==> config.mk <==
export PLATFORM = sky130hd
export DESIGN_NAME = i2c_master_sequence_engine_flat
export DESIGN_NICKNAME = d
export VERILOG_FILES = /design/src/rtl/i2c_mse_pkg.sv /design/src/rtl/i2c_mse_chan_if.sv /design/src/rtl/i2c_mse_ram.sv /design/src/rtl/i2c_master_sequence_engine.sv /design/src/flat_wrapper.sv
export SDC_FILE = /design/constraint.sdc
export NUM_CORES = 1
export LEC_CHECK = 0
export ABC_CLOCK_PERIOD_IN_PS = 6210
export BUFFER_PORTS_ARGS = -buffer_cell sky130_fd_sc_hd__buf_4
export CAP_MARGIN = 20
export CORE_MARGIN = 4
export CORE_UTILIZATION = 45
export CTS_CLUSTER_DIAMETER = 50
export DETAILED_ROUTE_END_ITERATION = 10
export PLACE_DENSITY = 0.62
export SYNTH_ARGS = -nofsm -noshare
export SYNTH_HDL_FRONTEND = slang
export SYNTH_SLANG_ARGS = --single-unit
export TNS_END_PERCENT = 1
==> constraint.sdc <==
create_clock -name clk -period 6.21 [get_ports clk]
set_clock_uncertainty 0.2 [all_clocks]
set_input_delay 1.242 -clock clk [delete_from_list [all_inputs] [get_ports clk]]
set_output_delay 1.242 -clock clk [all_outputs]
set_load 0.05 [all_outputs]
==> src/rtl/i2c_mse_pkg.sv <==
`timescale 1ns / 1ps
// Shared constants, codes and types of the I2C master sequence engine.
package i2c_mse_pkg;

	localparam int SEQ_DEPTH = 32;
	localparam int ADDR_W    = $clog2(SEQ_DEPTH);
	localparam int LEN_W     = $clog2(SEQ_DEPTH + 1);
	localparam int POS_W     = $clog2(SEQ_DEPTH + 2);
	localparam int ELEM_W    = 10;

	localparam logic [1:0] KIND_WRITE   = 2'd0;
	localparam logic [1:0] KIND_READ    = 2'd1;
	localparam logic [1:0] KIND_RESTART = 2'd2;

	typedef enum logic [1:0] {
		OP_LOAD  = 2'd0,
		OP_START = 2'd1,
		OP_DONE  = 2'd2,
		OP_ABORT = 2'd3
	} op_t;

	typedef enum logic [2:0] {
		ACT_NONE    = 3'd0,
		ACT_START   = 3'd1,
		ACT_WRITE   = 3'd2,
		ACT_RESTART = 3'd3,
		ACT_RECEIVE = 3'd4,
		ACT_READ    = 3'd5,
		ACT_STOP    = 3'd6,
		ACT_ERRSTOP = 3'd7
	} action_t;

	typedef enum logic [1:0] {
		ST_AVAILABLE = 2'd0,
		ST_BUSY      = 2'd1,
		ST_ERROR     = 2'd2
	} status_t;

	typedef enum logic [3:0] {
		S_IDLE,
		S_START_RD,
		S_START_EV,
		S_KIND_RD,
		S_KIND_EV,
		S_NEXT_RD,
		S_NEXT_EV,
		S_SCAN_RD,
		S_SCAN_EV,
		S_EMIT
	} state_t;

	typedef struct packed {
		action_t    action;
		logic [7:0] data_out;
		logic       nack_next;
		logic       byte_stored;
		logic [7:0] received_byte;
		logic       sequence_done;
	} res_t;

endpackage

==> src/rtl/i2c_mse_chan_if.sv <==
`timescale 1ns / 1ps
// Command and response channel interfaces of the I2C master sequence engine.
interface i2c_mse_cmd_if;
	logic       valid;
	logic       ready;
	logic [1:0] operation;
	logic [1:0] element_kind;
	logic [7:0] element_byte;
	logic       arbitration_lost;
	logic [7:0] data_in;

	modport source (
		output valid, operation, element_kind, element_byte, arbitration_lost, data_in,
		input  ready
	);
	modport sink (
		input  valid, operation, element_kind, element_byte, arbitration_lost, data_in,
		output ready
	);
endinterface

interface i2c_mse_rsp_if;
	logic       valid;
	logic       ready;
	logic [2:0] action;
	logic [7:0] data_out;
	logic       nack_next;
	logic       byte_stored;
	logic [7:0] received_byte;
	logic [1:0] bus_status;
	logic       read_complete;
	logic       sequence_done;

	modport source (
		output valid, action, data_out, nack_next, byte_stored, received_byte,
		       bus_status, read_complete, sequence_done,
		input  ready
	);
	modport sink (
		input  valid, action, data_out, nack_next, byte_stored, received_byte,
		       bus_status, read_complete, sequence_done,
		output ready
	);
endinterface

==> src/rtl/i2c_mse_ram.sv <==
`timescale 1ns / 1ps
// Generic single-write, single-read RAM with registered read data.
module i2c_mse_ram #(
	parameter int WIDTH = 10,
	parameter int DEPTH = 32
) (
	input  logic                     clk,
	input  logic                     we,
	input  logic [$clog2(DEPTH)-1:0] waddr,
	input  logic [WIDTH-1:0]         wdata,
	input  logic [$clog2(DEPTH)-1:0] raddr,
	output logic [WIDTH-1:0]         rdata
);

	logic [WIDTH-1:0] mem_q [DEPTH];
	logic [WIDTH-1:0] rdata_q;

	always_ff @(posedge clk) begin
		if (we) begin
			mem_q[waddr] <= wdata;
		end
		rdata_q <= mem_q[raddr];
	end

	assign rdata = rdata_q;

endmodule

==> src/rtl/i2c_master_sequence_engine.sv <==
`timescale 1ns / 1ps
// Load, abort and refused transactions pass from acceptance through the result register to
// the response register; a start first reads the first element from the sequence store; a
// transfer-done event may read the element at the current position and, after a restart, the
// one behind it, and when it opens a read run it reads ahead to count the further reads. The
// sequence store is a RAM with one registered read port that a small sequencer walks one
// element at a time. The engine takes one transaction at a time; a finished response waits
// in its own register while the next command is accepted.
module i2c_master_sequence_engine
	import i2c_mse_pkg::*;
(
	input  logic          clk,
	input  logic          arst_n,
	i2c_mse_cmd_if.sink   cmd,
	i2c_mse_rsp_if.source rsp
);

	state_t               state_q, state_d;
	logic [LEN_W-1:0]     length_q;
	logic [POS_W-1:0]     pos_q;
	logic [POS_W-1:0]     ptr_q;
	logic [LEN_W-1:0]     rleft_q;
	logic                 receiving_q;
	status_t              status_q;
	logic                 rvf_q;
	logic                 out_valid_q;
	res_t                 res_q;
	res_t                 out_q;
	status_t              out_status_q;
	logic                 out_rvf_q;

	logic                 accept;
	op_t                  op;
	logic                 busy;
	logic                 load_ok;
	logic                 start_ok;
	logic                 pos_lt_len;
	logic                 inc_lt_len;
	logic [POS_W-1:0]     ptr_inc;
	logic                 slot_free;
	logic                 emit;
	logic                 ram_we;
	logic [ADDR_W-1:0]    ram_waddr;
	logic [ELEM_W-1:0]    ram_wdata;
	logic [ADDR_W-1:0]    ram_raddr;
	logic [ELEM_W-1:0]    ram_rdata;
	logic [1:0]           rd_kind;
	logic [7:0]           rd_byte;
	logic                 end_now;
	status_t              end_status;
	res_t                 res_acc;

	assign op         = op_t'(cmd.operation);
	assign busy       = (status_q == ST_BUSY);
	assign load_ok    = !busy && (length_q < LEN_W'(SEQ_DEPTH));
	assign start_ok   = !busy && (length_q != '0);
	assign pos_lt_len = (pos_q < POS_W'(length_q));
	assign ptr_inc    = ptr_q + POS_W'(1);
	assign inc_lt_len = (ptr_inc < POS_W'(length_q));
	assign rd_kind    = ram_rdata[9:8];
	assign rd_byte    = ram_rdata[7:0];
	assign slot_free  = !out_valid_q || rsp.ready;

	i2c_mse_ram #(
		.WIDTH (ELEM_W),
		.DEPTH (SEQ_DEPTH)
	) u_store (
		.clk   (clk),
		.we    (ram_we),
		.waddr (ram_waddr),
		.wdata (ram_wdata),
		.raddr (ram_raddr),
		.rdata (ram_rdata)
	);

	always_comb begin
		state_d = state_q;
		unique case (state_q)
			S_IDLE: begin
				if (accept) begin
					state_d = S_EMIT;
					if (op == OP_START && start_ok && !cmd.arbitration_lost) begin
						state_d = S_START_RD;
					end else if (op == OP_DONE && busy && !cmd.arbitration_lost
					             && pos_lt_len) begin
						if (!receiving_q || rleft_q == '0) begin
							state_d = S_KIND_RD;
						end
					end
				end
			end
			S_START_RD: state_d = S_START_EV;
			S_START_EV: state_d = S_EMIT;
			S_KIND_RD:  state_d = S_KIND_EV;
			S_KIND_EV: begin
				if (rd_kind == KIND_RESTART && inc_lt_len) begin
					state_d = S_NEXT_RD;
				end else if (!receiving_q && rd_kind == KIND_READ && inc_lt_len) begin
					state_d = S_SCAN_RD;
				end else begin
					state_d = S_EMIT;
				end
			end
			S_NEXT_RD:  state_d = S_NEXT_EV;
			S_NEXT_EV:  state_d = S_EMIT;
			S_SCAN_RD:  state_d = S_SCAN_EV;
			S_SCAN_EV: begin
				if (rd_kind == KIND_READ && inc_lt_len) begin
					state_d = S_SCAN_RD;
				end else begin
					state_d = S_EMIT;
				end
			end
			S_EMIT: begin
				if (slot_free) begin
					state_d = S_IDLE;
				end
			end
			default: state_d = S_IDLE;
		endcase
	end

	always_comb begin
		cmd.ready  = (state_q == S_IDLE);
		accept     = cmd.valid && (state_q == S_IDLE);
		emit       = (state_q == S_EMIT) && slot_free;
		ram_we     = accept && (op == OP_LOAD) && load_ok;
		ram_waddr  = length_q[ADDR_W-1:0];
		ram_wdata  = {cmd.element_kind, cmd.element_byte};
		ram_raddr  = ptr_q[ADDR_W-1:0];
		end_now    = 1'b0;
		end_status = ST_AVAILABLE;
		if (accept) begin
			unique case (op)
				OP_LOAD:  end_now = 1'b0;
				OP_START: end_now = start_ok && cmd.arbitration_lost;
				OP_DONE:  end_now = busy && (cmd.arbitration_lost
				                    || (!pos_lt_len && (!receiving_q || rleft_q == '0)));
				OP_ABORT: end_now = 1'b1;
				default:  end_now = 1'b0;
			endcase
			if (cmd.arbitration_lost && op != OP_ABORT) begin
				end_status = ST_ERROR;
			end
		end else if (state_q == S_KIND_EV) begin
			end_now = receiving_q && rd_kind != KIND_RESTART;
		end
	end

	always_comb begin
		res_acc = '{action: ACT_NONE, data_out: '0, nack_next: 1'b0,
		            byte_stored: 1'b0, received_byte: '0, sequence_done: 1'b0};
		case (op)
			OP_START: begin
				if (start_ok) begin
					res_acc.action = cmd.arbitration_lost ? ACT_ERRSTOP : ACT_START;
				end
			end
			OP_DONE: begin
				if (busy) begin
					if (cmd.arbitration_lost) begin
						res_acc.action = ACT_ERRSTOP;
					end else if (receiving_q) begin
						res_acc.byte_stored   = 1'b1;
						res_acc.received_byte = cmd.data_in;
						if (rleft_q != '0) begin
							res_acc.action    = ACT_READ;
							res_acc.nack_next = (rleft_q == LEN_W'(1));
						end else if (!pos_lt_len) begin
							res_acc.action        = ACT_STOP;
							res_acc.sequence_done = 1'b1;
						end
					end else if (!pos_lt_len) begin
						res_acc.action        = ACT_STOP;
						res_acc.sequence_done = 1'b1;
					end
				end
			end
			OP_ABORT: begin
				if (busy) begin
					res_acc.action = ACT_STOP;
				end
			end
			default: ;
		endcase
	end

	always_ff @(posedge clk or negedge arst_n) begin
		if (!arst_n) begin
			state_q     <= S_IDLE;
			length_q    <= '0;
			pos_q       <= '0;
			ptr_q       <= '0;
			rleft_q     <= '0;
			receiving_q <= 1'b0;
			status_q    <= ST_AVAILABLE;
			rvf_q       <= 1'b0;
			out_valid_q <= 1'b0;
		end else begin
			state_q <= state_d;
			if (emit) begin
				out_valid_q <= 1'b1;
			end else if (rsp.ready) begin
				out_valid_q <= 1'b0;
			end
			if (accept && op == OP_START && start_ok) begin
				rvf_q <= 1'b0;
			end else if (accept && op == OP_DONE && busy && !cmd.arbitration_lost
			             && receiving_q && rleft_q == '0) begin
				rvf_q <= 1'b1;
			end
			if (end_now) begin
				status_q    <= end_status;
				length_q    <= '0;
				pos_q       <= '0;
				receiving_q <= 1'b0;
				rleft_q     <= '0;
			end else begin
				unique case (state_q)
					S_IDLE: begin
						if (accept) begin
							unique case (op)
								OP_LOAD: begin
									if (load_ok) begin
										length_q <= length_q + LEN_W'(1);
									end
								end
								OP_START: begin
									if (start_ok) begin
										receiving_q <= 1'b0;
										rleft_q     <= '0;
										status_q    <= ST_BUSY;
										pos_q       <= POS_W'(1);
										ptr_q       <= '0;
									end
								end
								OP_DONE: begin
									if (busy && !cmd.arbitration_lost) begin
										if (receiving_q && rleft_q != '0) begin
											rleft_q <= rleft_q - LEN_W'(1);
											pos_q   <= pos_q + POS_W'(1);
										end else begin
											ptr_q <= pos_q;
										end
									end
								end
								OP_ABORT: ;
								default: ;
							endcase
						end
					end
					S_KIND_EV: begin
						ptr_q <= ptr_inc;
						if (rd_kind == KIND_RESTART) begin
							receiving_q <= 1'b0;
							pos_q       <= pos_q + POS_W'(2);
						end else if (!receiving_q) begin
							pos_q <= pos_q + POS_W'(1);
							if (rd_kind == KIND_READ) begin
								receiving_q <= 1'b1;
							end
						end
					end
					S_SCAN_EV: begin
						if (rd_kind == KIND_READ) begin
							rleft_q <= rleft_q + LEN_W'(1);
							ptr_q   <= ptr_inc;
						end
					end
					default: ;
				endcase
			end
		end
	end

	always_ff @(posedge clk) begin
		if (emit) begin
			out_q        <= res_q;
			out_status_q <= status_q;
			out_rvf_q    <= rvf_q;
		end
		case (state_q)
			S_IDLE: begin
				if (accept) begin
					res_q <= res_acc;
				end
			end
			S_START_EV: res_q.data_out <= rd_byte;
			S_KIND_EV: begin
				if (rd_kind == KIND_RESTART) begin
					res_q.action   <= ACT_RESTART;
					res_q.data_out <= '0;
				end else if (receiving_q) begin
					res_q.action        <= ACT_STOP;
					res_q.sequence_done <= 1'b1;
				end else if (rd_kind == KIND_READ) begin
					res_q.action    <= ACT_RECEIVE;
					res_q.nack_next <= 1'b1;
				end else begin
					res_q.action   <= ACT_WRITE;
					res_q.data_out <= rd_byte;
				end
			end
			S_NEXT_EV: res_q.data_out <= rd_byte;
			S_SCAN_EV: begin
				if (rd_kind == KIND_READ) begin
					res_q.nack_next <= 1'b0;
				end
			end
			default: ;
		endcase
	end

	assign rsp.valid         = out_valid_q;
	assign rsp.action        = out_q.action;
	assign rsp.data_out      = out_q.data_out;
	assign rsp.nack_next     = out_q.nack_next;
	assign rsp.byte_stored   = out_q.byte_stored;
	assign rsp.received_byte = out_q.received_byte;
	assign rsp.bus_status    = out_status_q;
	assign rsp.read_complete = out_rvf_q;
	assign rsp.sequence_done = out_q.sequence_done;

endmodule

==> src/flat_wrapper.sv <==
// flat-port wrapper written by rule: the top's interface ports become plain ports
module i2c_master_sequence_engine_flat import i2c_mse_pkg::*;
  (clk, arst_n, cmd_valid, cmd_operation, cmd_element_kind, cmd_element_byte, cmd_arbitration_lost, cmd_data_in, cmd_ready, rsp_valid, rsp_action, rsp_data_out, rsp_nack_next, rsp_byte_stored, rsp_received_byte, rsp_bus_status, rsp_read_complete, rsp_sequence_done, rsp_ready);
  i2c_mse_cmd_if cmd_i ();
  i2c_mse_rsp_if rsp_i ();
  input  logic clk;
  input  logic arst_n;
  input wire logic [$bits(cmd_i.valid)-1:0] cmd_valid;
  input wire logic [$bits(cmd_i.operation)-1:0] cmd_operation;
  input wire logic [$bits(cmd_i.element_kind)-1:0] cmd_element_kind;
  input wire logic [$bits(cmd_i.element_byte)-1:0] cmd_element_byte;
  input wire logic [$bits(cmd_i.arbitration_lost)-1:0] cmd_arbitration_lost;
  input wire logic [$bits(cmd_i.data_in)-1:0] cmd_data_in;
  output wire logic [$bits(cmd_i.ready)-1:0] cmd_ready;
  output wire logic [$bits(rsp_i.valid)-1:0] rsp_valid;
  output wire logic [$bits(rsp_i.action)-1:0] rsp_action;
  output wire logic [$bits(rsp_i.data_out)-1:0] rsp_data_out;
  output wire logic [$bits(rsp_i.nack_next)-1:0] rsp_nack_next;
  output wire logic [$bits(rsp_i.byte_stored)-1:0] rsp_byte_stored;
  output wire logic [$bits(rsp_i.received_byte)-1:0] rsp_received_byte;
  output wire logic [$bits(rsp_i.bus_status)-1:0] rsp_bus_status;
  output wire logic [$bits(rsp_i.read_complete)-1:0] rsp_read_complete;
  output wire logic [$bits(rsp_i.sequence_done)-1:0] rsp_sequence_done;
  input wire logic [$bits(rsp_i.ready)-1:0] rsp_ready;
  assign cmd_i.valid = cmd_valid;
  assign cmd_i.operation = cmd_operation;
  assign cmd_i.element_kind = cmd_element_kind;
  assign cmd_i.element_byte = cmd_element_byte;
  assign cmd_i.arbitration_lost = cmd_arbitration_lost;
  assign cmd_i.data_in = cmd_data_in;
  assign cmd_ready = cmd_i.ready;
  assign rsp_valid = rsp_i.valid;
  assign rsp_action = rsp_i.action;
  assign rsp_data_out = rsp_i.data_out;
  assign rsp_nack_next = rsp_i.nack_next;
  assign rsp_byte_stored = rsp_i.byte_stored;
  assign rsp_received_byte = rsp_i.received_byte;
  assign rsp_bus_status = rsp_i.bus_status;
  assign rsp_read_complete = rsp_i.read_complete;
  assign rsp_sequence_done = rsp_i.sequence_done;
  assign rsp_i.ready = rsp_ready;
  i2c_master_sequence_engine u_core (.clk(clk), .arst_n(arst_n), .cmd(cmd_i), .rsp(rsp_i));
endmodule
==> impl_metrics.json <==
{
  "status": "finished, final reports clean",
  "max_slew_margin": 0.323,
  "cpMaxStageDelayCell": "nor2_1",
  "antenna_cells": 0,
  "vdd_ir_drop_max_mv": 0.209,
  "power.share.sequential": 0.407,
  "synthArstFlopShare": 0.0805,
  "post_cts_resized": 0,
  "vias": 8903,
  "path_common_cell": "and2_1",
  "min_period_over_period": 0.645,
  "antenna_found_initial": 0,
  "cp_max_fo": 18,
  "setup_tns_ps": 0,
  "power.clock.fraction": 0.293,
  "ys_seq_elements": 410,
  "grt_pass1_wl_mm": 56.4,
  "die_area_sq_mm": 0.0407,
  "insertion_delay_ps": 550,
  "ys_seq_area_frac": 0.714,
  "first_pass_iters": 5,
  "combPwrFrac": 0.300,
  "regArea_sq_mm": 0.0121,
  "ys_warn_count": 0,
  "use_met3": 0.0345,
  "synth_edf_count": 367,
  "rsz0062_at_grt": "no",
  "num_io_pins": 52,
  "fill_cells": 2908,
  "pwr_density_cell_mw_per_mm2": 445,
  "routed_wl_mm": 36.3,
  "cp.required_ps": 6180,
  "nets": 1053,
  "cts.htree.levels": 2,
  "vias_per_cell": 5.92,
  "cts_setup_buffers": 0,
  "clockBufferDepth": 3,
  "synth_area_leaders": "edfxtp_1 (65%), mux4_2 (13%), dfrtp_1 (4.9%), ha_1 (1.9%), nor2_1 (1.4%)",
  "synth_ff_type": "edfxtp_1",
  "gp_congestion": 0.928,
  "slowest_delay_ps": 920,
  "start_kind": "register",
  "fp.dieH_um": 202,
  "grt_max_degree": 81,
  "intPower_w": 0.00582,
  "cts_tree": "done",
  "drc": 0,
  "crit_arrival_ps": 3970,
  "drive_above_1_share": 0.241,
  "worstReg2RegStart": "u_core.state_q[3]$_DFFE_PN0P_",
  "wl_per_cell_um": 24.2,
  "synth_cell_types": 61,
  "syn_to_final_growth_pct": 13.5,
  "multi_input_area_sq_mm": 0.00458,
  "p_switching_w": 0.00270,
  "busiest_layer": "met1",
  "crit_path_start": "u_core.state_q[3]$_DFFE_PN0P_",
  "critPathCaptureType": "register",
  "swShare": 0.317,
  "use_met1": 0.282,
  "use_met2": 0.265,
  "dp.final_hpwl_mm": 23.3,
  "worstPathCellList": "nor3_2, nand2b_1, inv_2, and2_1, and2_1, nand2_1, nor2_1",
  "cp_num_buf_inv": 1,
  "netlist_instances": 938,
  "clk_pin_slew_worst_paths_ps": 60,
  "hp-class": "register to register",
  "whs_ps": 217,
  "postCtsHoldBufs": 0,
  "grt_pass1_vias": 8764,
  "gr-total-overflow": 0,
  "synth_top_area_frac": 0.653,
  "initial_utilization": 0.459,
  "ant_nets": 0,
  "avgSynthCellArea_sq_um": 18.0,
  "hold_violations": 0,
  "synth_area_sq_mm": 0.0169,
  "fmax_mhz": 249,
  "track_usage": 0.181,
  "synth_nets": 988,
  "setup_viol": 0,
  "slew_viol_final": 0,
  "die_w_um": 202,
  "period_needed_ps": 4010,
  "cp_top_family": "simple AND/OR/NAND/NOR gates",
  "holdCritStartpoint": "u_core.res_q[7]$_SDFFCE_PP0P_",
  "cts-root-buf": "clkbuf_16",
  "crit_type": "register to register",
  "p_leak_nw": 6.31,
  "drt_iter0_markers": 796,
  "tightest_slew_ps": 1010,
  "cts_buffers": 44,
  "cap_violations": 0,
  "numPortBuffers": 51,
  "core-area_sq_mm": 0.0368,
  "clock_sinks": 410,
  "synth_top_cell_by_area": "edfxtp_1",
  "placementRows": 70
}
metrics by stage:
stage	cell area (sq um)	total power, W	std cells	setup slack [ps]	util
detailed placement	17700	0.00607	1421	1930	0.481
floorplan	16900	0.00530	938	2960	-
CTS	19100	0.00857	1499	2230	0.519
finish	19200	0.00852	1503	2200	0.521
global route	19200	0.00894	1503	1850	0.521
global placement	17700	0.00605	1421	2020	0.481
metal layers:
metal,vias up,part of all wire
li1,3917,-
met1,4545,0.47
met2,399,0.45
met3,42,0.067
met4,0,0.017
met5,-,0
cells in the mapped netlist (7+ instances only):
cell,n
nand3_1,28
a21oi_1,24
inv_1,20
o22ai_1,7
buf_2,10
ha_1,25
o21ai_0,30
clkbuf_1,23
edfxtp_1,367
dfrtp_1,33
and2_1,24
nand2_1,40
mux4_2,100
mux2_2,10
dfxtp_1,10
nand2b_1,11
o31ai_1,8
nor3_1,9
nor2_1,64
layout make-up:
class                           count  share of cell area
Inverter                           21             0.00411
Multi-Input combinational cell    467               0.239
Clock buffer                       51              0.0588
Timing Repair Buffer               59              0.0252
Tap cell                          468              0.0306
Clock inverter                     27              0.0133
Sequential cell                   410               0.629
logic make-up (layout without fill, tap and decap cells):
family                   after synthesis  after routing  synth area share
adder cells (fa/ha/maj)               25             25            0.0185
flip-flops                           410            410             0.714
AND/OR/NAND/NOR                      201            201            0.0571
AO/OA/AOI/OAI                        122            122            0.0503
buffers and inverters                 61            158            0.0154
XOR/XNOR                               7              7           0.00363
multiplexers                         112            112             0.141
final timing paths:
check	depth (start not counted)	endpoint	slack, ps
setup / recovery	7	u_core.u_store.mem_q[15][8]$_DFFE_PP_	2200
hold / removal	0	u_core.rsp.received_byte[6]$_DFFE_PP_	220
max in group asynchronous	1	u_core.ptr_q[1]$_DFFE_PN0P_	4990
min in group asynchronous	1	u_core.rvf_q$_DFFE_PN0P_	450
hold reg to reg	0	u_core.rsp.received_byte[6]$_DFFE_PP_	220
setup reg to reg	7	u_core.u_store.mem_q[15][8]$_DFFE_PP_	2200
cell usage in the layout, fill, tap and decap left out, types with 7 or more instances in the layout:
master       n
mux2_2      10
nor2_1      63
clkbuf_16   44
buf_4       55
edfxtp_1   367
clkbuf_1     7
ha_1        25
nand2_1     40
mux4_2     100
nor3_1       9
and2_1      24
inv_1       20
o21ai_0     30
clkinv_2     7
nand3_1     28
nand2b_1    11
dfrtp_1     31
dfxtp_1     10
o22ai_1      7
o31ai_1      8
a21oi_1     24
registers in the layout (all words and copies together) (netlist names), 2 cells and up:
signal                    flops
u_core.u_store.mem_q        320
u_core.res_q                 22
u_core.u_store.rdata         10
u_core.rsp.data_out           8
u_core.rsp.received_byte      8
u_core.length_q               6
u_core.pos_q                  6
u_core.ptr_q                  6
u_core.rleft_q                6
u_core.state_q                4
u_core.rsp.action             3
u_core.rsp.bus_status         2
u_core.status_q               2
power groups by stage:
stage / Combinational (W) / Sequential (W) / Clock (W)
after floorplan: 0.00177 / 0.00353 / 0
after global placement: 0.00245 / 0.00360 / 0
after detailed placement: 0.00246 / 0.00361 / 0
after CTS: 0.00247 / 0.00355 / 0.00255
after global routing: 0.00276 / 0.00350 / 0.00267
final: 0.00256 / 0.00347 / 0.00249
Power figures use the tool's default switching activity.
